===== config.mk =====
export PLATFORM = sky130hd
export DESIGN_NAME = line_pixel_generator_core
export DESIGN_NICKNAME = d
export VERILOG_FILES = /design/src/hw/rtl/lpg_pkg.sv /design/src/hw/rtl/lpg_step.sv /design/src/hw/rtl/line_pixel_generator_core.sv
export SDC_FILE = /design/constraint.sdc
export NUM_CORES = 1
export LEC_CHECK = 0
export ABC_AREA = 1
export BUFFER_PORTS_ARGS = -buffer_cell sky130_fd_sc_hd__buf_4
export CAP_MARGIN = 20
export CORE_AREA = 2 2 291 293
export CTS_CLUSTER_DIAMETER = 60
export DETAILED_ROUTE_END_ITERATION = 7
export DIE_AREA = 0 0 293 295
export GPL_TIMING_DRIVEN = 0
export SYNTH_ARGS = -nofsm -noshare
export SYNTH_HDL_FRONTEND = slang
export SYNTH_SLANG_ARGS = --single-unit

===== constraint.sdc =====
create_clock -name clock -period 12.7 [get_ports clock]
set_input_delay 2.54 -clock clock [delete_from_list [all_inputs] [get_ports clock]]
set_output_delay 2.54 -clock clock [all_outputs]
set_load 0.005 [all_outputs]

===== src/hw/rtl/lpg_pkg.sv =====
`timescale 1ns / 1ps
// Shared types and constants of the line pixel generator.
// Depends on nothing; used by lpg_step, line_pixel_generator_core and the testbench.
package lpg_pkg;

   // Default coordinate width of the ports and position registers.
   localparam int COORD_BITS_DEF = 16;

   // Command codes carried on the request opcode.
   localparam logic OP_START = 1'b0;
   localparam logic OP_STEP  = 1'b1;

   // Drawing mode, one-hot.
   typedef enum logic [3:0] {
      MODE_IDLE   = 4'b0001,
      MODE_COLUMN = 4'b0010,
      MODE_ROW    = 4'b0100,
      MODE_WALK   = 4'b1000
   } mode_type;

   // Control state of the line walker.
   typedef struct packed {
      mode_type mode;
      logic     x_dir_neg;
      logic     y_dir_neg;
   } ctl_type;

   // Status of one processed command.
   typedef struct packed {
      logic valid;
      logic last;
   } res_type;

endpackage


===== src/hw/rtl/lpg_step.sv =====
`timescale 1ns / 1ps
// Next-state and pixel logic of the line pixel generator for one command.
// Depends on lpg_pkg (mode, control and result types, opcodes).
module lpg_step #(
   parameter int COORD_BITS = lpg_pkg::COORD_BITS_DEF
) (
   input  logic                          cmd_op,
   input  logic signed [COORD_BITS-1:0]  cmd_x_start,
   input  logic signed [COORD_BITS-1:0]  cmd_y_start,
   input  logic signed [COORD_BITS-1:0]  cmd_x_end,
   input  logic signed [COORD_BITS-1:0]  cmd_y_end,
   input  lpg_pkg::ctl_type              ctl_cur,
   input  logic        [COORD_BITS-1:0]  cur_x,
   input  logic        [COORD_BITS-1:0]  cur_y,
   input  logic        [COORD_BITS-1:0]  target_x,
   input  logic        [COORD_BITS-1:0]  target_y,
   input  logic        [COORD_BITS:0]    span_w,
   input  logic        [COORD_BITS:0]    span_h,
   input  logic signed [COORD_BITS+2:0]  error_term,
   input  logic        [COORD_BITS:0]    pixels_left,
   output lpg_pkg::ctl_type              ctl_next,
   output logic        [COORD_BITS-1:0]  cur_x_next,
   output logic        [COORD_BITS-1:0]  cur_y_next,
   output logic        [COORD_BITS-1:0]  target_x_next,
   output logic        [COORD_BITS-1:0]  target_y_next,
   output logic        [COORD_BITS:0]    span_w_next,
   output logic        [COORD_BITS:0]    span_h_next,
   output logic signed [COORD_BITS+2:0]  error_term_next,
   output logic        [COORD_BITS:0]    pixels_left_next,
   output lpg_pkg::res_type              res,
   output logic        [COORD_BITS-1:0]  res_x,
   output logic        [COORD_BITS-1:0]  res_y
);

   localparam int SPAN_BITS = COORD_BITS + 1;
   localparam int ERR_BITS  = COORD_BITS + 3;
   localparam int E2_BITS   = ERR_BITS + 1;

   logic signed [SPAN_BITS-1:0] dx;
   logic signed [SPAN_BITS-1:0] dy;
   logic        [SPAN_BITS-1:0] w_new;
   logic        [SPAN_BITS-1:0] h_new;
   logic        [SPAN_BITS-1:0] span_max;
   logic                        x_lt;
   logic                        y_lt;
   logic        [COORD_BITS-1:0] x_min;
   logic        [COORD_BITS-1:0] y_min;
   logic signed [E2_BITS-1:0]   e2;
   logic signed [E2_BITS-1:0]   w_ext;
   logic signed [E2_BITS-1:0]   h_ext;
   logic                        move_x;
   logic                        move_y;
   logic        [SPAN_BITS-1:0] left_dec;

   // Endpoint differences and spans for a start command.
   assign dx    = {cmd_x_start[COORD_BITS-1], cmd_x_start} - {cmd_x_end[COORD_BITS-1], cmd_x_end};
   assign dy    = {cmd_y_start[COORD_BITS-1], cmd_y_start} - {cmd_y_end[COORD_BITS-1], cmd_y_end};
   assign w_new = dx[SPAN_BITS-1] ? SPAN_BITS'(-dx) : SPAN_BITS'(dx);
   assign h_new = dy[SPAN_BITS-1] ? SPAN_BITS'(-dy) : SPAN_BITS'(dy);
   assign span_max = (w_new > h_new) ? w_new : h_new;
   assign x_lt  = cmd_x_start < cmd_x_end;
   assign y_lt  = cmd_y_start < cmd_y_end;
   assign x_min = x_lt ? cmd_x_start : cmd_x_end;
   assign y_min = y_lt ? cmd_y_start : cmd_y_end;

   // Error-term decisions for one walk step.
   assign e2     = {error_term, 1'b0};
   assign w_ext  = $signed({3'b000, span_w});
   assign h_ext  = $signed({3'b000, span_h});
   assign move_x = e2 > -h_ext;
   assign move_y = e2 < w_ext;

   assign left_dec = pixels_left - SPAN_BITS'(1);

   always_comb begin
      ctl_next         = ctl_cur;
      cur_x_next       = cur_x;
      cur_y_next       = cur_y;
      target_x_next    = target_x;
      target_y_next    = target_y;
      span_w_next      = span_w;
      span_h_next      = span_h;
      error_term_next  = error_term;
      pixels_left_next = pixels_left;
      res.valid        = 1'b0;
      res.last         = 1'b0;
      res_x            = cur_x;
      res_y            = cur_y;

      if (cmd_op == lpg_pkg::OP_START) begin
         span_w_next        = w_new;
         span_h_next        = h_new;
         ctl_next.x_dir_neg = !x_lt;
         ctl_next.y_dir_neg = !y_lt;
         target_x_next      = cmd_x_end;
         target_y_next      = cmd_y_end;
         error_term_next    = $signed({2'b00, w_new}) - $signed({2'b00, h_new});
         if (w_new <= SPAN_BITS'(1)) begin
            cur_x_next       = x_min;
            cur_y_next       = y_min;
            pixels_left_next = h_new;
            ctl_next.mode    = (h_new != '0) ? lpg_pkg::MODE_COLUMN : lpg_pkg::MODE_IDLE;
         end else if (h_new <= SPAN_BITS'(1)) begin
            cur_x_next       = x_min;
            cur_y_next       = y_min;
            pixels_left_next = w_new;
            ctl_next.mode    = lpg_pkg::MODE_ROW;
         end else begin
            // Walk covers the longer span with both ends included.
            cur_x_next       = cmd_x_start;
            cur_y_next       = cmd_y_start;
            pixels_left_next = span_max + SPAN_BITS'(1);
            ctl_next.mode    = lpg_pkg::MODE_WALK;
         end
      end else begin
         unique case (ctl_cur.mode)
            lpg_pkg::MODE_IDLE: begin
               res.valid = 1'b0;
            end
            lpg_pkg::MODE_COLUMN, lpg_pkg::MODE_ROW: begin
               res.valid = 1'b1;
               if (ctl_cur.mode == lpg_pkg::MODE_COLUMN) begin
                  cur_y_next = cur_y + COORD_BITS'(1);
               end else begin
                  cur_x_next = cur_x + COORD_BITS'(1);
               end
               pixels_left_next = left_dec;
               if (left_dec == '0) begin
                  res.last      = 1'b1;
                  ctl_next.mode = lpg_pkg::MODE_IDLE;
               end
            end
            lpg_pkg::MODE_WALK: begin
               res.valid = 1'b1;
               if (cur_x == target_x && cur_y == target_y) begin
                  res.last         = 1'b1;
                  ctl_next.mode    = lpg_pkg::MODE_IDLE;
                  pixels_left_next = '0;
               end else begin
                  error_term_next = ERR_BITS'(E2_BITS'(error_term)
                                    - (move_x ? h_ext : E2_BITS'(0))
                                    + (move_y ? w_ext : E2_BITS'(0)));
                  if (move_x) begin
                     cur_x_next = ctl_cur.x_dir_neg ? cur_x - COORD_BITS'(1)
                                                    : cur_x + COORD_BITS'(1);
                  end
                  if (move_y) begin
                     cur_y_next = ctl_cur.y_dir_neg ? cur_y - COORD_BITS'(1)
                                                    : cur_y + COORD_BITS'(1);
                  end
                  if (pixels_left != '0) begin
                     pixels_left_next = left_dec;
                  end
               end
            end
            default: begin
               ctl_next.mode = lpg_pkg::MODE_IDLE;
            end
         endcase
      end
   end

endmodule


===== src/hw/rtl/line_pixel_generator_core.sv =====
`timescale 1ns / 1ps
// Line pixel generator top level: command register, walker state, pixel register.
// Depends on lpg_pkg and lpg_step.
//
// Usage:
//   The req_ channel carries commands. A start command (opcode 0) latches two
//   endpoints and a color and produces no pixel. Each step command (opcode 1)
//   produces the next pixel of the current line on the rsp_ channel, or nothing
//   when the line is done. Short lines (|dx| <= 1 or |dy| <= 1) come out as a
//   column or row starting at the smaller coordinate, far end left out; other
//   lines come out as an error-term walk from start to end, both included.
//   A new start abandons the line in progress.
//   A step command passes through the command register, then the pixel register,
//   to rsp_. Throughput: one command per clock while no pixel is held by
//   rsp_stall; the single add-and-compare error-term update per pixel sets it.
//   A transfer happens at an edge where valid is high and stall is low.
//   When rsp_stall holds a pixel, the pixel register holds it; the command
//   register still drains start commands and steps that give no pixel, and
//   req_stall rises only when a pixel-producing step is waiting behind it.
//   Reset (synchronous, active high) empties both registers and leaves the
//   walker idle with all positions, spans and the color cleared.
module line_pixel_generator_core #(
   parameter int COORD_BITS = lpg_pkg::COORD_BITS_DEF
) (
   input  logic                         clock,
   input  logic                         reset,
   input  logic                         req_valid,
   output logic                         req_stall,
   input  logic                         req_opcode,
   input  logic signed [COORD_BITS-1:0] req_x_start,
   input  logic signed [COORD_BITS-1:0] req_y_start,
   input  logic signed [COORD_BITS-1:0] req_x_end,
   input  logic signed [COORD_BITS-1:0] req_y_end,
   input  logic        [31:0]           req_color_in,
   output logic                         rsp_valid,
   input  logic                         rsp_stall,
   output logic signed [COORD_BITS-1:0] rsp_pixel_x,
   output logic signed [COORD_BITS-1:0] rsp_pixel_y,
   output logic        [31:0]           rsp_pixel_color,
   output logic                         rsp_last_pixel
);

   localparam int SPAN_BITS = COORD_BITS + 1;
   localparam int ERR_BITS  = COORD_BITS + 3;

   // Command register.
   logic                  cmd_vld_ff, cmd_vld_in;
   logic                  cmd_op_ff;
   logic [COORD_BITS-1:0] cmd_x0_ff, cmd_y0_ff, cmd_x1_ff, cmd_y1_ff;
   logic [31:0]           cmd_color_ff;

   // Walker state.
   lpg_pkg::ctl_type      ctl_ff, ctl_in;
   logic [COORD_BITS-1:0] cur_x_ff, cur_x_in, cur_y_ff, cur_y_in;
   logic [COORD_BITS-1:0] target_x_ff, target_x_in, target_y_ff, target_y_in;
   logic [SPAN_BITS-1:0]  span_w_ff, span_w_in, span_h_ff, span_h_in;
   logic signed [ERR_BITS-1:0] error_term_ff, error_term_in;
   logic [SPAN_BITS-1:0]  pixels_left_ff, pixels_left_in;
   logic [31:0]           line_color_ff;

   // Pixel register.
   logic                  rsp_vld_ff, rsp_vld_in;
   logic [COORD_BITS-1:0] rsp_x_ff, rsp_y_ff;
   logic [31:0]           rsp_color_ff;
   logic                  rsp_last_ff;

   lpg_pkg::res_type      res;
   logic [COORD_BITS-1:0] res_x, res_y;
   logic                  req_xfer;
   logic                  advance;
   logic                  gives_pixel;

   lpg_step #(
      .COORD_BITS (COORD_BITS)
   ) u_step (
      .cmd_op           (cmd_op_ff),
      .cmd_x_start      ($signed(cmd_x0_ff)),
      .cmd_y_start      ($signed(cmd_y0_ff)),
      .cmd_x_end        ($signed(cmd_x1_ff)),
      .cmd_y_end        ($signed(cmd_y1_ff)),
      .ctl_cur          (ctl_ff),
      .cur_x            (cur_x_ff),
      .cur_y            (cur_y_ff),
      .target_x         (target_x_ff),
      .target_y         (target_y_ff),
      .span_w           (span_w_ff),
      .span_h           (span_h_ff),
      .error_term       (error_term_ff),
      .pixels_left      (pixels_left_ff),
      .ctl_next         (ctl_in),
      .cur_x_next       (cur_x_in),
      .cur_y_next       (cur_y_in),
      .target_x_next    (target_x_in),
      .target_y_next    (target_y_in),
      .span_w_next      (span_w_in),
      .span_h_next      (span_h_in),
      .error_term_next  (error_term_in),
      .pixels_left_next (pixels_left_in),
      .res              (res),
      .res_x            (res_x),
      .res_y            (res_y)
   );

   // Process the held command unless it makes a pixel the full pixel register
   // cannot take this cycle.
   assign gives_pixel = res.valid;
   assign advance     = cmd_vld_ff && (!gives_pixel || !rsp_vld_ff || !rsp_stall);
   assign req_stall   = cmd_vld_ff && !advance;
   assign req_xfer    = req_valid && !req_stall;

   assign cmd_vld_in  = req_xfer ? 1'b1 : (advance ? 1'b0 : cmd_vld_ff);

   // Load a new pixel on a pixel-producing step; drop the old one once taken.
   always_comb begin
      priority if (advance && gives_pixel) begin
         rsp_vld_in = 1'b1;
      end else if (!rsp_stall) begin
         rsp_vld_in = 1'b0;
      end else begin
         rsp_vld_in = rsp_vld_ff;
      end
   end

   always_ff @(posedge clock) begin
      if (reset) begin
         cmd_vld_ff <= 1'b0;
         rsp_vld_ff <= 1'b0;
      end else begin
         cmd_vld_ff <= cmd_vld_in;
         rsp_vld_ff <= rsp_vld_in;
      end
   end

   // Command payload: capture on transfer, no reset.
   always_ff @(posedge clock) begin
      if (req_xfer) begin
         cmd_op_ff    <= req_opcode;
         cmd_x0_ff    <= req_x_start;
         cmd_y0_ff    <= req_y_start;
         cmd_x1_ff    <= req_x_end;
         cmd_y1_ff    <= req_y_end;
         cmd_color_ff <= req_color_in;
      end
   end

   // Walker state: advance on every processed command.
   always_ff @(posedge clock) begin
      if (reset) begin
         ctl_ff         <= '{mode: lpg_pkg::MODE_IDLE, x_dir_neg: 1'b0, y_dir_neg: 1'b0};
         cur_x_ff       <= '0;
         cur_y_ff       <= '0;
         target_x_ff    <= '0;
         target_y_ff    <= '0;
         span_w_ff      <= '0;
         span_h_ff      <= '0;
         error_term_ff  <= '0;
         pixels_left_ff <= '0;
         line_color_ff  <= '0;
      end else if (advance) begin
         ctl_ff         <= ctl_in;
         cur_x_ff       <= cur_x_in;
         cur_y_ff       <= cur_y_in;
         target_x_ff    <= target_x_in;
         target_y_ff    <= target_y_in;
         span_w_ff      <= span_w_in;
         span_h_ff      <= span_h_in;
         error_term_ff  <= error_term_in;
         pixels_left_ff <= pixels_left_in;
         if (cmd_op_ff == lpg_pkg::OP_START) begin
            line_color_ff <= cmd_color_ff;
         end
      end
   end

   // Pixel payload: hold while stalled.
   always_ff @(posedge clock) begin
      if (advance && gives_pixel) begin
         rsp_x_ff     <= res_x;
         rsp_y_ff     <= res_y;
         rsp_color_ff <= line_color_ff;
         rsp_last_ff  <= res.last;
      end
   end

   assign rsp_valid       = rsp_vld_ff;
   assign rsp_pixel_x     = $signed(rsp_x_ff);
   assign rsp_pixel_y     = $signed(rsp_y_ff);
   assign rsp_pixel_color = rsp_color_ff;
   assign rsp_last_pixel  = rsp_last_ff;

   // The final pixel of a line always leaves the walker idle.
   a_last_goes_idle: assert property (@(posedge clock) disable iff (reset)
      (advance && gives_pixel && res.last) |=> (ctl_ff.mode == lpg_pkg::MODE_IDLE))
      else $error("walker not idle after final pixel");

   // Column and row modes always have at least one pixel to give.
   a_count_nonzero: assert property (@(posedge clock) disable iff (reset)
      (ctl_ff.mode == lpg_pkg::MODE_COLUMN || ctl_ff.mode == lpg_pkg::MODE_ROW)
      |-> (pixels_left_ff != '0))
      else $error("column or row mode with no pixels left");

   // Commands back up only behind a stalled, full pixel register.
   a_stall_cause: assert property (@(posedge clock) disable iff (reset)
      req_stall |-> (rsp_vld_ff && rsp_stall && gives_pixel))
      else $error("command stalled without a stalled pixel");

   // A pixel is only loaded when the previous one is gone or being taken.
   a_no_overwrite: assert property (@(posedge clock) disable iff (reset)
      (rsp_vld_ff && rsp_stall) |-> !(advance && gives_pixel))
      else $error("stalled pixel overwritten");

endmodule


======== Yosys cells after proc, flatten, opt, wreduce, memory -nomap -nowiden ========
Index checks and enable logic that the tools add are counted.
word-level totals
  bits in registers ....................... 336
operators by class
  add/subtract/negate cells ............... 14
  $lt $le $gt $ge ......................... 7
  equal/unequal tests ..................... 19
  multiplexer cells ....................... 48
  bitwise operators ....................... 1
  reductions and logical operators ........ 26
operators with widths
  operator                                               count
  2-to-1 mux 16 bit                                      16
  2-to-1 mux 17 bit                                      10
  case mux 16 bit (2 select lines)                       2
  2-to-1 mux 19 bit                                      3
  <= comparator 17 x 1 -> 1 bit (second input constant)  2
  negator 17 bit                                         2
  case mux 17 bit (2 select lines)                       1
  nonzero test 17 bit                                    2
  subtractor 16 x 16 -> 17 bit                           2
  adder 16 x 1 -> 16 bit (second input constant)         2
  equality test 16 bit                                   2
  less-than comparator 16 bit                            2
  subtractor 16 x 1 -> 16 bit (second input constant)    2
  > comparator 20 bit                                    1
  less-than comparator 20 x 18 -> 1 bit                  1
  2-to-1 mux 4 bit                                       5
  negator 17 -> 20 bit                                   1
  adder 19 bit                                           1
  subtractor 19 x 18 -> 19 bit                           1
  subtractor 17 x 17 -> 18 bit                           1
  adder 17 x 1 -> 17 bit (second input constant)         1
  > comparator 17 bit                                    1
  logical NOT 17 bit                                     1
  subtractor 17 x 1 -> 17 bit (second input constant)    1
  25 further kinds                                       52

======== Depth between registers and ports, before layout ========
Gate-level depths: netlist (run 1).
  depth after elaboration ................. 14
  gate-level depth with buffers ........... 54
  mapped depth without buffers ............ 52

======== By module ========
A second synthesis (run 1) with hierarchy kept.
unflattened totals
  cells, all modules ...................... 3455
  area total of the unflattened synthesis .. 24507.3 µm²
by module, submodules not included
  module                     times used  cells each  area each (µm²)
  lpg_step                   1           2397        13006.2
  line_pixel_generator_core  1           1058        11501.0

======== Worst setup path after synthesis (run 1) ========
Ideal clock, no wire load.
  path kind ............................... register to register
  from .................................... register span_h_ff[0]
  to ...................................... register error_term_ff[18]
  data arrival time ....................... 6092 ps
  setup slack ............................. 6550 ps
  stages on the path, launching flop included .. 55
  path buffers ............................ 2
  clock period less this slack ............ 6150 ps
  cells stage by stage .................... dfxtp_1 -> nor3_1 -> nand2_1 -> nor2_1 -> nand2_1 -> nor3_1 -> inv_1 -> nor2_1 -> nand3_1 -> nor2_1 -> nand2_1 -> xor2_1 -> ha_1 -> a21oi_1 -> o21ai_0 -> a21oi_1 -> o21bai_1 -> nor4_1 -> (+19 left out) -> nand2_1 -> nand2_1 -> nand2_1 -> nand2_1 -> inv_1 -> nor2_1 -> o21bai_1 -> nand2_1 -> nand2_1 -> a21oi_1 -> nor2_1 -> o21ai_0 -> nand2_1 -> nand2_1 -> nand2_1 -> o21ai_0 -> o211ai_1 -> inv_1
on the way
  longest elaborated chain between the ends .. 8
RTL lines
  item                              line                              text
  start, declared                   line_pixel_generator_core.sv:56   logic [SPAN_BITS-1:0] span_w_ff, span_w_in, span_h_ff, span_h_in;
  start signal, assigned            line_pixel_generator_core.sv:166  span_h_ff <= span_h_in;
  negator 17 -> 20 bit              lpg_step.sv:70                    assign move_x = e2 > -h_ext;
  > comparator 20 bit               lpg_step.sv:70
  2-to-1 mux 17 bit (*)             lpg_step.sv:141                   - (move_x ? h_ext : E2_BITS'(0))
  subtractor 19 x 18 -> 19 bit (*)  lpg_step.sv:141
  adder 19 bit (*)                  lpg_step.sv:142                   + (move_y ? w_ext : E2_BITS'(0)));
  2-to-1 mux 19 bit (*)             lpg_step.sv:135                   if (cur_x == target_x && cur_y == target_y) begin
  2-to-1 mux 19 bit (*)             lpg_step.sv:116                   unique case (ctl_cur.mode)
  2-to-1 mux 19 bit (*)             lpg_step.sv:90                    if (cmd_op == lpg_pkg::OP_START) begin
  end signal, assigned              line_pixel_generator_core.sv:167  error_term_ff <= error_term_in;
  end, declared                     line_pixel_generator_core.sv:57   logic signed [ERR_BITS-1:0] error_term_ff, error_term_in;
Mark *: on every way between the ends. The rest lies on a longest branch, timed or not. The select of a mux whose other input is x is not followed.
A chain may end at the register's enable or synchronous reset.

======== Final worst setup path (run 1) ========
  from .................................... register span_h_ff[1]
  to ...................................... register error_term_ff[18]
The elaborated chain is that of the path after synthesis.

==> impl_metrics.sql, run 1 <==
INSERT INTO impl_metrics (metric_group, metric, value, unit) VALUES
('detailed_routing', 'routed_wl', '70600', 'um'),
('floorplanning', 'core_area', '0.0832', 'mm^2'),
('grt', 'pin_count_of_the_biggest_net_entering_global_routing', '65', ''),
('grt', 'grt_busiest_layer', 'met2', ''),
('clock_network', 'maximum_root_to_sink_buffer_count', '3', ''),
('clock_network', 'numClockSinks', '336', ''),
('grt', 'grt_pass1_wl', '108000', 'um'),
('pwr', 'power.density', '174', 'mW/mm^2'),
('yosys', 'synth_ff_type', 'sky130_fd_sc_hd__dfxtp_1', ''),
('cells_and_area', 'most_used_cells_in_the_layout_excluding_fill_and_tap_cells', 'sky130_fd_sc_hd__nand2_1 (425), sky130_fd_sc_hd__inv_1 (420), sky130_fd_sc_hd__a21oi_1 (251)', ''),
('min_path', 'holdCritStartpoint', 'line_color_ff[22]$_SDFFE_PP0P_', ''),
('cells_and_area', 'most_frequent_standard_cell_in_the_layout_excluding_fill_and_tap_cells', 'sky130_fd_sc_hd__nand2_1', ''),
('timing', 'totalNegativeSetupSlack', '0', 'ns'),
('critical_path', 'arrival_time_reported_for_the_critical_path_endpoint', '8.42', 'ns'),
('timing', 'timing_worst_slew_pin_value', '1.15', 'ns'),
('placed_design', 'post-dp-hpwl', '55000', 'um'),
('floorplanning', 'die-width', '293', 'um'),
('timing', 'final_max_slew_viol_count', '0', ''),
('clock_network', 'clk_transition_reported_paths', '0.07', 'ns'),
('yosys', 'muxShareOfSynthArea', '0.0465', '%'),
('yosys', 'netlist_instances', '2770', ''),
('critical_path', 'worst_path_dominant_cell_family', 'simple AND/OR/NAND/NOR gates', ''),
('critical_path', 'crit_path_start_kind', 'register', ''),
('yosys', 'synth_compound_area_share', '16.9', '%'),
('yosys', 'synth.area.top_cells', 'sky130_fd_sc_hd__edfxtp_1 (23%), sky130_fd_sc_hd__dfxtp_1 (16%), sky130_fd_sc_hd__nand2_1 (7.4%)', ''),
('yosys', 'netlist.top_cell.by_area', 'sky130_fd_sc_hd__edfxtp_1', ''),
('cells_and_area', 'number_of_antenna_repair_diodes', '0', ''),
('clock_network', 'cts-buffers-inserted', '40', ''),
('yosys', 'synth_top_cell_area_share', '22.6', '%'),
('min_path', 'timing.hold.worst.class', 'register to register', ''),
('critical_path', 'timing.rr.start', 'span_h_ff[1]$_SDFFE_PP0P_', ''),
('yosys', 'synth-edff-count', '162', ''),
('timing', 'setup_viol', '0', ''),
('run_status', 'outcome', 'completed', ''),
('detailed_routing', 'drt-initial-drc-count', '1620', ''),
('critical_path', 'critical_path_buf_inv_count', '9', ''),
('yosys', 'syn-mean-instance-area', '7.76', 'um^2'),
('clock_network', 'htree_num_levels', '2', ''),
('floorplanning', 'floorplan.initialDensity', '25.9', '%'),
('grt', 'grt_remaining_overflow', '0', ''),
('yosys', 'synth_xor_area_share', '5.14', '%'),
('critical_path', 'reg2reg_setup_slack', '4.78', 'ns'),
('yosys', 'synth-adder-area-share', '8.49', '%'),
('timing', 'period_needed', '7.92', 'ns'),
('detailed_routing', 'viasPerCell', '4.77', ''),
('clock_network', 'cts-resized-gates', '0', ''),
('critical_path', 'most_prevalent_standard_cell_on_the_critical_path', 'sky130_fd_sc_hd__nand2_1', ''),
('detailed_routing', 'drt_first_pass_iters', '6', ''),
('detailed_routing', 'postRouteAntennaNets', '0', ''),
('run', 'maxCapViolCount', '0', ''),
('placed_design', 'place.port_buffers', '166', ''),
('clock_network', 'insertion_delay', '0.57', 'ns'),
('pwr', 'ir_drop', '0.103', 'mV'),
('pwr', 'power_switching_share', '43.6', '%'),
('pwr', 'power.share.clock', '26.3', '%'),
('cells_and_area', 'post_route_cells_drive_above_1_share', '12.7', '%'),
('grt', 'via_count_of_the_first_global_routing_pass', '18519', ''),
('clock_network', 'root_buffer', 'sky130_fd_sc_hd__clkbuf_16', ''),
('timing', 'fin_skew', '0.0246', 'ns'),
('cells_and_area', 'fin_nets', '3218', ''),
('yosys', 'synth_fp_nets', '3005', ''),
('timing', 'final_hold_viol_count', '0', ''),
('floorplanning', 'floorplan.io_pins', '168', ''),
('critical_path', 'worstPathMaxFanout', '10', ''),
('grt', 'grt.met1_usage', '20.5', '%'),
('timing', 'rsz0062_at_grt', 'no', ''),
('grt', 'grt.met2_usage', '27.9', '%'),
('grt', 'global_route.usage.met3', '1.98', '%'),
('detailed_routing', 'num_vias', '19508', ''),
('pwr', 'power.share.combinational', '45.5', '%'),
('pwr', 'net_switching_power_of_the_design', '1940', 'uW');
## state kept, by name, summed over array words and instances, names as in the netlist
name             count
span_h_ff           17
cmd_y0_ff           16
cmd_color_ff        32
rsp_last_pixel       1
cur_y_ff            16
target_x_ff         16
span_w_ff           17
pixels_left_ff      17
rsp_pixel_y         16
cur_x_ff            16
cmd_x1_ff           16
cmd_x0_ff           16
target_y_ff         16
ctl_ff               6
cmd_op_ff            1
error_term_ff       19
line_color_ff       32
rsp_pixel_color     32
cmd_y1_ff           16
rsp_pixel_x         16
cmd_vld_ff           1
rsp_valid            1
## synthesized netlist by cell type, drive strengths merged, types with 2 or more instances
cell type  number
nand2         473
o221ai          4
ha            114
o211ai         30
o21ai         277
nand3         119
o32ai           2
o31ai           5
or2             7
a41oi           4
a32oi           2
xor2          106
fa             20
nor4           27
nor2          258
clkbuf         73
or4             3
dfxtp         174
a21oi         260
buf            24
a211oi          6
nand4          37
o21bai          6
xnor2          16
inv           440
clkinv          2
nor3           41
a31oi          23
and2            5
a21o            5
edfxtp        162
nand3b          7
nor3b           3
o22ai          15
a221oi         13
## metrics by stage
stage	instance area (um^2)	hold slack [ns]	power [uW]	worst slack, ns	utilization [%]
final	25500	0.417	4440	4.78	30.7
after global routing	25500	0.433	4740	3.84	30.7
after CTS	25500	0.424	4430	4.79	30.7
after floorplan	21500	0.403	2720	6.55	-
after detailed placement	24200	0.410	3250	4.79	29.1
after global placement	24100	0.405	3240	4.83	29.0
## power by group through the flow
stage                     logic [uW]  clock network [uW]  registers, uW
after global placement          1970                   0           1270
after CTS                       1990                1190           1250
after detailed placement        1980                   0           1270
after global routing            2250                1230           1260
after floorplan                 1470                   0           1250
final                           2020                1170           1250
## path summary, 6_finish.rpt
kind                            cells past startpoint                             end
worst min-delay path                                0   rsp_pixel_color[22]$_DFFE_PP_
worst max-delay path                               51  error_term_ff[18]$_SDFFE_PP0P_
worst min register to register                      0   rsp_pixel_color[22]$_DFFE_PP_
worst max register to register                     51  error_term_ff[18]$_SDFFE_PP0P_
## worst reg2reg max path: cells and delay by family, from the launching register on
kind	cells	cell delay, ns
AO/OA/AOI/OAI	8	1.29
XOR/XNOR	1	0.08
adder cells (fa/ha/maj)	5	1.19
buffers and inverters	9	1.58
flip-flops	1	0.31
AND/OR/NAND/NOR	28	3.43
## per-layer routing
| metal | routed length (um) | up-vias |
|---|---|---|
| met5 | 0 | - |
| met3 | 3700 | 108 |
| met1 | 30500 | 9107 |
| li1 | - | 9707 |
| met4 | 2430 | 0 |
| met2 | 34000 | 586 |
## layout make-up
type | instances | area [um^2]
fill | 8791 | 57600
multi-input combinational | 1895 | 11100
sequential | 336 | 8350
inverter | 442 | 1660
tap | 1080 | 1350
timing repair buffer | 171 | 1330
clock buffer | 44 | 1030
buffer | 97 | 438
clock inverter | 29 | 304
## cells by family (layout without fill, tap and decap cells)
family | after synthesis | after routing
buffers and inverters | 539 | 783
AOI/OAI and AO/OA | 657 | 657
and+or+nand+nor | 981 | 981
DFF | 336 | 336
xor gates and xnor gates | 122 | 122
adders and majority gates | 134 | 134
muxes | 1 | 1
Note: power is estimated with default switching activity, not from simulation.
==> run 2: changes to the inputs <==
--- a/config.mk
+++ b/config.mk
@@ -5,13 +5,13 @@
 export SDC_FILE = /design/constraint.sdc
 export NUM_CORES = 1
 export LEC_CHECK = 0
-export ABC_AREA = 1
+export ABC_AREA = 0
 export BUFFER_PORTS_ARGS = -buffer_cell sky130_fd_sc_hd__buf_4
 export CAP_MARGIN = 20
-export CORE_AREA = 2 2 291 293
+export CORE_AREA = 2 2 297 299
 export CTS_CLUSTER_DIAMETER = 60
 export DETAILED_ROUTE_END_ITERATION = 7
-export DIE_AREA = 0 0 293 295
+export DIE_AREA = 0 0 299 301
 export GPL_TIMING_DRIVEN = 0
 export SYNTH_ARGS = -nofsm -noshare
 export SYNTH_HDL_FRONTEND = slang
==> constraint.sdc (replaced) <==
create_clock -name clock -period 6.6 [get_ports clock]
set_input_delay 1.32 -clock clock [delete_from_list [all_inputs] [get_ports clock]]
set_output_delay 1.32 -clock clock [all_outputs]
set_load 0.005 [all_outputs]
==> impl_metrics.sql, run 2 <==
INSERT INTO impl_metrics (metric_group, metric, value, unit) VALUES
('run_status', 'outcome', 'complete, but fails checks', ''),
('run_status', 'violations', 'setup timing', ''),
('timing', 'setup_viol', '1', ''),
('yosys', 'netlist.top_cell.by_area', 'sky130_fd_sc_hd__edfxtp_1', ''),
('timing', 'period_needed', '6.71', 'ns'),
('yosys', 'netlist_instances', '2618', ''),
('grt', 'grt_pass1_wl', '123000', 'um'),
('clock_network', 'insertion_delay', '0.58', 'ns'),
('grt', 'global_route.usage.met3', '2.74', '%'),
('detailed_routing', 'num_vias', '21688', ''),
('clock_network', 'htree_num_levels', '2', ''),
('timing', 'final_max_slew_viol_count', '0', ''),
('yosys', 'synth_fp_nets', '2853', ''),
('critical_path', 'crit_required', '7.12', 'ns'),
('yosys', 'syn-mean-instance-area', '8.57', 'um^2'),
('detailed_routing', 'wl_per_cell', '20.1', 'um'),
('detailed_routing', 'drc', '0', ''),
('min_path', 'timing.hold.worst.class', 'register to register', ''),
('critical_path', 'worstSetupEndpointType', 'register', ''),
('detailed_routing', 'drt_first_pass_iters', '5', ''),
('yosys', 'yosys_warnings', '0', ''),
('cells_and_area', 'most_frequent_standard_cell_in_the_layout_excluding_fill_and_tap_cells', 'sky130_fd_sc_hd__nand2_1', ''),
('timing', 'timing_worst_slew_pin_value', '1.19', 'ns'),
('critical_path', 'crit_path_top_delay_cell', 'sky130_fd_sc_hd__edfxtp_1', ''),
('floorplanning', 'rows', '108', ''),
('yosys', 'synth_seq_area_share', '37.2', '%'),
('critical_path', 'reg2reg_setup_slack', '-0.11', 'ns'),
('clock_network', 'cts-buffers-inserted', '41', ''),
('detailed_routing', 'drt-initial-drc-count', '1842', ''),
('grt', 'grt_util_all_layers', '17.6', '%'),
('placed_design', 'post-place-ws', '-1.85', 'ns'),
('timing', 'final_min_period_over_clock_period', '102', '%'),
('yosys', 'netlist-cell-type-count', '111', ''),
('placed_design', 'post-dp-hpwl', '63100', 'um'),
('grt', 'grt.met1_usage', '22.5', '%'),
('cells_and_area', 'synthToLayoutAreaGrowth', '29.2', '%'),
('clock_network', 'maximum_root_to_sink_buffer_count', '3', ''),
('yosys', 'synth_ff_type', 'sky130_fd_sc_hd__dfxtp_1', ''),
('grt', 'grt_busiest_layer', 'met2', ''),
('grt', 'via_count_of_the_first_global_routing_pass', '20276', ''),
('timing', 'maxSlewHeadroom', '20.5', '%'),
('yosys', 'synth_top_cell_area_share', '21.7', '%'),
('grt', 'antenna_found_initial', '2', ''),
('clock_network', 'clk_transition_reported_paths', '0.06', 'ns'),
('pwr', 'power', '9530', 'uW'),
('placed_design', 'placedInstanceArea', '0.0253', 'mm^2'),
('critical_path', 'critical_path_buf_inv_count', '3', ''),
('floorplanning', 'die-width', '299', 'um'),
('cells_and_area', 'finish.utilization', '33.5', '%'),
('cells_and_area', 'fill_cells', '9002', ''),
('yosys', 'synth-edff-count', '162', ''),
('cells_and_area', 'fin_nets', '3205', ''),
('yosys', 'post-synth-top-count-cell', 'sky130_fd_sc_hd__nand2_1', ''),
('timing', 'finalWorstSetupSlack', '-0.114', 'ns'),
('yosys', 'synthArstFlopShare', '0', '%'),
('pwr', 'ir_drop', '0.197', 'mV'),
('critical_path', 'crit_path_start_kind', 'register', ''),
('cells_and_area', 'postLayoutCellArea', '0.0290', 'mm^2'),
('yosys', 'cell_area_after_synthesis', '0.0224', 'mm^2'),
('pwr', 'static-leakage-power', '0.0110', 'uW'),
('critical_path', 'worst_path_dominant_cell_family', 'compound AO/OA/AOI/OAI gates', ''),
('clock_network', 'tritoncts', 'built', ''),
('detailed_routing', 'postRouteAntennaNets', '0', ''),
('floorplanning', 'fp.dieH', '301', 'um'),
('cells_and_area', 'number_of_antenna_repair_diodes', '0', ''),
('grt', 'grt.met2_usage', '29.5', '%'),
('timing', 'fin_skew', '0.0137', 'ns'),
('cells_and_area', 'post_route_cells_drive_above_1_share', '21.6', '%'),
('run', 'maxCapViolCount', '0', ''),
('timing', 'final_hold_viol_count', '0', ''),
('placed_design', 'place.port_buffers', '166', ''),
('floorplanning', 'fp.dieArea', '0.0900', 'mm^2'),
('timing', 'rsz0062_at_grt', 'yes', ''),
('critical_path', 'arrival_time_reported_for_the_critical_path_endpoint', '7.23', 'ns'),
('detailed_routing', 'routed_wl', '83500', 'um'),
('cells_and_area', 'most_used_cells_in_the_layout_excluding_fill_and_tap_cells', 'sky130_fd_sc_hd__nand2_1 (313), sky130_fd_sc_hd__buf_4 (307), sky130_fd_sc_hd__a21oi_1 (201)', ''),
('floorplanning', 'floorplan.io_pins', '168', ''),
('clock_network', 'numClockSinks', '336', ''),
('timing', 'totalNegativeSetupSlack', '-0.114', 'ns'),
('detailed_routing', 'viasPerCell', '5.22', ''),
('clock_network', 'root_buffer', 'sky130_fd_sc_hd__clkbuf_16', ''),
('timing', 'maxClockFrequency', '149', 'MHz'),
('critical_path', 'critical_path.max_stage_delay', '0.50', 'ns'),
('critical_path', 'worstPathMaxFanout', '4', ''),
('yosys', 'synth_top_cells_by_count', 'sky130_fd_sc_hd__nand2_1 (318), sky130_fd_sc_hd__a21oi_1 (217), sky130_fd_sc_hd__dfxtp_1 (174), sky130_fd_sc_hd__nor2_1 (174), sky130_fd_sc_hd__inv_1 (169)', ''),
('placed_design', 'gp_congestion', '0.955', ''),
('grt', 'grt_remaining_overflow', '0', ''),
('critical_path', 'path_class', 'register to register', ''),
('pwr', 'power.density', '329', 'mW/mm^2'),
('floorplanning', 'floorplan.initialDensity', '26.0', '%'),
('grt', 'pin_count_of_the_biggest_net_entering_global_routing', '37', ''),
('floorplanning', 'core_area', '0.0865', 'mm^2'),
('yosys', 'ys_seq_elements', '336', ''),
('yosys', 'synth.area.top_cells', 'sky130_fd_sc_hd__edfxtp_1 (22%), sky130_fd_sc_hd__dfxtp_1 (16%), sky130_fd_sc_hd__ha_1 (6.4%)', '');
==> run 2: cell count changes after synthesis, moves of 36 or more <==
cell,previous run,this run
sky130_fd_sc_hd__xor2_1,102,36
sky130_fd_sc_hd__xnor2_1,15,96
sky130_fd_sc_hd__nand2_1,425,318
sky130_fd_sc_hd__a21o_1,5,62
sky130_fd_sc_hd__nor2_1,242,174
sky130_fd_sc_hd__inv_1,422,169
sky130_fd_sc_hd__o21ai_0,246,156
sky130_fd_sc_hd__clkbuf_1,73,123
sky130_fd_sc_hd__nor3_1,39,87
sky130_fd_sc_hd__nand2_2,36,0
sky130_fd_sc_hd__a211oi_1,6,48
==> run 2: cells by family (layout without fill, tap and decap cells) <==
| group | count (synthesis) | count (layout) | share of synthesized area [%] |
|---|---|---|---|
| multiplexers | 26 | 26 | 1.18 |
| AND/OR/NAND/NOR | 916 | 916 | 19.9 |
| buffers and inverters | 319 | 701 | 5.65 |
| AO/OA/AOI/OAI | 744 | 745 | 21.9 |
| adder cells (fa/ha/maj) | 136 | 136 | 8.23 |
| flip-flops | 336 | 336 | 37.2 |
| XOR/XNOR | 141 | 141 | 5.93 |
==> run 2: final timing paths <==
path / from / to / cells past startpoint
min reg2reg: line_color_ff[23]$_SDFFE_PP0P_ / rsp_pixel_color[23]$_DFFE_PP_ / 0
max: cmd_y1_ff[0]$_DFFE_PP_ / pixels_left_ff[12]$_SDFFE_PP0P_ / 30
min: line_color_ff[23]$_SDFFE_PP0P_ / rsp_pixel_color[23]$_DFFE_PP_ / 0
max reg2reg: cmd_y1_ff[0]$_DFFE_PP_ / pixels_left_ff[12]$_SDFFE_PP0P_ / 30
==> run 2: report_power, final <==
group / internal (uW) / switching (uW)
clock: 1270 / 940
combinational: 2040 / 2880
sequential: 2290 / 105
total: 5610 / 3920
==> run 2: timing repair <==
action,4_1_cts,5_1_grt
gates resized for setup,170,107
endpoints found under the setup margin,23,18
buffers inserted,105,43
hold buffers,0,0
pin swaps,80,100
cloned,1,0
hold endpoints to repair,0,0
==> run 2: through the flow <==
stage / hold WS (ns) / cells
global placement: 0.411 / 3939
CTS: 0.427 / 4119
detailed placement: 0.414 / 3944
global route: 0.433 / 4156
floorplan: 0.403 / 2618
finish: 0.427 / 4156
==> run 2: final cells by class <==
cell class	count	area, um^2	share of cell area, %
Clock buffer	56	1140	3.94
Buffer	140	629	2.17
Multi-Input combinational cell	1964	14100	48.6
Sequential cell	336	8360	28.8
Inverter	169	642	2.21
Timing Repair Buffer	318	2490	8.60
Clock inverter	18	190	0.656
Tap cell	1155	1450	4.98
==> run 2: routing by layer <==
layer / wire length (um) / share of wire (%)
met1: 34700 / 42
met4: 3970 / 4.8
met5: 13 / 0.016
met2: 39100 / 47
met3: 5690 / 6.8
==> run 3: changes to the inputs <==
--- a/config.mk
+++ b/config.mk
@@ -8,11 +8,12 @@
 export ABC_AREA = 0
 export BUFFER_PORTS_ARGS = -buffer_cell sky130_fd_sc_hd__buf_4
 export CAP_MARGIN = 20
-export CORE_AREA = 2 2 297 299
+export CORE_AREA = 2 2 206 208
 export CTS_CLUSTER_DIAMETER = 60
 export DETAILED_ROUTE_END_ITERATION = 7
-export DIE_AREA = 0 0 299 301
+export DIE_AREA = 0 0 208 210
 export GPL_TIMING_DRIVEN = 0
+export PLACE_DENSITY = 0.76
 export SYNTH_ARGS = -nofsm -noshare
 export SYNTH_HDL_FRONTEND = slang
 export SYNTH_SLANG_ARGS = --single-unit
==> impl_metrics.sql, run 3 (synthesis results as in run 2) <==
INSERT INTO impl_metrics (metric_group, metric, value, unit) VALUES
('critical_path', 'worstSetupEndpointType', 'register', ''),
('timing', 'maxSlewHeadroom', '26.4', '%'),
('timing', 'period_needed', '6.86', 'ns'),
('placed_design', 'post-place-ws', '-1.84', 'ns'),
('grt', 'grt_remaining_overflow', '0', ''),
('run', 'maxCapViolCount', '0', ''),
('pwr', 'static-leakage-power', '0.0110', 'uW'),
('grt', 'via_count_of_the_first_global_routing_pass', '21501', ''),
('detailed_routing', 'viasPerCell', '6.34', ''),
('clock_network', 'tritoncts', 'built', ''),
('timing', 'finalWorstSetupSlack', '-0.259', 'ns'),
('cells_and_area', 'fill_cells', '3301', ''),
('clock_network', 'numClockSinks', '336', ''),
('timing', 'final_max_slew_viol_count', '0', ''),
('clock_network', 'root_buffer', 'sky130_fd_sc_hd__clkbuf_16', ''),
('critical_path', 'crit_required', '7.10', 'ns'),
('detailed_routing', 'wl_per_cell', '23.4', 'um'),
('cells_and_area', 'non_filler_cells_in_the_finished_layout', '3532', ''),
('floorplanning', 'floorplan.initialDensity', '54.1', '%'),
('min_path', 'holdCritStartpoint', 'cur_x_ff[13]$_SDFFE_PP0P_', ''),
('placed_design', 'post-dp-hpwl', '60300', 'um'),
('critical_path', 'arrival_time_reported_for_the_critical_path_endpoint', '7.36', 'ns'),
('critical_path', 'rr_worst_depth', '27', ''),
('detailed_routing', 'postRouteAntennaNets', '0', ''),
('grt', 'grt_pass1_wl', '123000', 'um'),
('run_status', 'outcome', 'complete, but fails checks', ''),
('clock_network', 'insertion_delay', '0.57', 'ns'),
('clock_network', 'cts-hold-fix-buffers', '0', ''),
('pwr', 'ir_drop', '0.243', 'mV'),
('timing', 'totalNegativeSetupSlack', '-0.907', 'ns'),
('timing', 'timing_worst_slew_pin_value', '1.09', 'ns'),
('timing', 'final_hold_viol_count', '0', ''),
('pwr', 'power.density', '346', 'mW/mm^2'),
('critical_path', 'timing.rr.start', 'cmd_x0_ff[6]$_DFFE_PP_', ''),
('placed_design', 'cell_total_after_placement', '3327', ''),
('cells_and_area', 'fin_nets', '3197', ''),
('placed_design', 'gp_congestion', '1.02', ''),
('placed_design', 'place.port_buffers', '166', ''),
('cells_and_area', 'most_frequent_standard_cell_in_the_layout_excluding_fill_and_tap_cells', 'sky130_fd_sc_hd__nand2_1', ''),
('critical_path', 'worstPathMaxFanout', '8', ''),
('clock_network', 'clk_transition_reported_paths', '0.06', 'ns'),
('floorplanning', 'fp.dieArea', '0.0437', 'mm^2'),
('min_path', 'timing.hold.worst.class', 'register to register', ''),
('critical_path', 'crit_path_start_kind', 'register', ''),
('cells_and_area', 'post_route_cells_drive_above_1_share', '21.7', '%'),
('grt', 'antenna_found_initial', '2', ''),
('floorplanning', 'floorplan.io_pins', '168', ''),
('critical_path', 'crit_start', 'cmd_x0_ff[6]$_DFFE_PP_', ''),
('run_status', 'violations', 'setup timing', ''),
('detailed_routing', 'drt_first_pass_iters', '6', ''),
('detailed_routing', 'drt-initial-drc-count', '2095', ''),
('cells_and_area', 'synthToLayoutAreaGrowth', '26.4', '%'),
('grt', 'grt_util_all_layers', '36.4', '%'),
('timing', 'setup_viol', '8', ''),
('timing', 'final_min_period_over_clock_period', '104', '%'),
('detailed_routing', 'routed_wl', '82600', 'um'),
('floorplanning', 'core_area', '0.0415', 'mm^2'),
('critical_path', 'path_class', 'register to register', ''),
('clock_network', 'maximum_root_to_sink_buffer_count', '3', ''),
('timing', 'rsz0062_at_grt', 'yes', ''),
('floorplanning', 'rows', '75', ''),
('clock_network', 'htree_num_levels', '2', ''),
('grt', 'pin_count_of_the_biggest_net_entering_global_routing', '36', ''),
('floorplanning', 'die-width', '208', 'um'),
('timing', 'maxClockFrequency', '146', 'MHz'),
('min_path', 'number_of_cells_on_the_worst_hold_path', '0', ''),
('floorplanning', 'fp.dieH', '210', 'um'),
('detailed_routing', 'drc', '0', ''),
('clock_network', 'cts-buffers-inserted', '39', ''),
('detailed_routing', 'num_vias', '22377', ''),
('cells_and_area', 'most_used_cells_in_the_layout_excluding_fill_and_tap_cells', 'sky130_fd_sc_hd__nand2_1 (313), sky130_fd_sc_hd__buf_4 (292), sky130_fd_sc_hd__a21oi_1 (203)', ''),
('timing', 'fin_skew', '0.0136', 'ns');
## run 3: cell count changes in the layout (fill, tap and decap cells not counted), moves of 5 or more
cell | previous run | this run
sky130_fd_sc_hd__bufinv_16 | 1 | 6
sky130_fd_sc_hd__buf_6 | 10 | 18
sky130_fd_sc_hd__a21oi_2 | 17 | 12
sky130_fd_sc_hd__buf_4 | 307 | 292
## run 3: timing repair
| item | in CTS | in global routing |
|---|---|---|
| pin swaps | 94 | 103 |
| endpoints found under the setup margin | 26 | 19 |
| setup buffers | 93 | 48 |
| cloned | 2 | 0 |
| resized for setup | 182 | 124 |
## run 3: worst max-delay path: stages, from the launching register on
cell,delay [ns]
sky130_fd_sc_hd__edfxtp_1,0.43
sky130_fd_sc_hd__ha_1,0.23
sky130_fd_sc_hd__buf_2,0.18
sky130_fd_sc_hd__a21oi_2,0.22
sky130_fd_sc_hd__o21ai_2,0.10
sky130_fd_sc_hd__nand4b_1,0.25
sky130_fd_sc_hd__buf_4,0.19
sky130_fd_sc_hd__a311o_1,0.35
sky130_fd_sc_hd__a2111o_1,0.42
sky130_fd_sc_hd__and3b_1,0.24
sky130_fd_sc_hd__a41oi_2,0.32
sky130_fd_sc_hd__xnor2_4,0.20
sky130_fd_sc_hd__inv_1,0.18
sky130_fd_sc_hd__ha_4,0.32
sky130_fd_sc_hd__and3_1,0.22
sky130_fd_sc_hd__nand2_1,0.16
sky130_fd_sc_hd__o31a_1,0.41
sky130_fd_sc_hd__a21oi_4,0.25
sky130_fd_sc_hd__buf_8,0.16
sky130_fd_sc_hd__nor2_4,0.05
sky130_fd_sc_hd__a21oi_4,0.16
sky130_fd_sc_hd__ha_4,0.18
sky130_fd_sc_hd__nor3b_4,0.21
sky130_fd_sc_hd__nand4_1,0.17
sky130_fd_sc_hd__or4_1,0.42
sky130_fd_sc_hd__mux2i_1,0.22
sky130_fd_sc_hd__mux2i_1,0.30
sky130_fd_sc_hd__o221a_1,0.22
## run 3: path summary, 6_finish.rpt
check / slack (ns) / end
setup reg to reg: -0.26 / pixels_left_ff[12]$_SDFFE_PP0P_
hold reg to reg: 0.42 / rsp_pixel_x[13]$_DFFE_PP_
hold / removal: 0.42 / rsp_pixel_x[13]$_DFFE_PP_
setup / recovery: -0.26 / pixels_left_ff[12]$_SDFFE_PP0P_
## run 3: area by class of cell
| type | instances | area [um^2] | share of cell area (%) |
|---|---|---|---|
| multi-input combinational | 1964 | 14200 | 50.2 |
| tap | 539 | 674 | 2.38 |
| clock inverter | 22 | 304 | 1.07 |
| timing repair buffer | 310 | 2440 | 8.60 |
| buffer | 142 | 637 | 2.24 |
| inverter | 169 | 644 | 2.27 |
| sequential | 336 | 8370 | 29.5 |
| clock buffer | 49 | 1060 | 3.74 |
| antenna | 1 | 2.50 | 0.00882 |
## run 3: metal layers
metal / track usage (%) / wire length, um
met5: 0 / 0
met4: 25.0 / 6220
met3: 6.30 / 6660
met2: 60.1 / 39000
met1: 43.5 / 30800
## run 3: stage by stage
stage	hold WS [ns]	power, uW	util (%)	instance area (um^2)
global route	0.442	10200	68.4	28400
detailed placement	0.413	6150	59.1	24500
floorplan	0.403	5100	-	22500
finish	0.419	9800	68.4	28400
CTS	0.412	9190	66.0	27400
global placement	0.412	6080	58.9	24400
## run 3: report_power, final
group	total [uW]	internal [uW]	switching, uW
Combinational	5090	2120	2970
Clock	2320	1390	923
Sequential	2390	2290	101
Total	9800	5810	4000
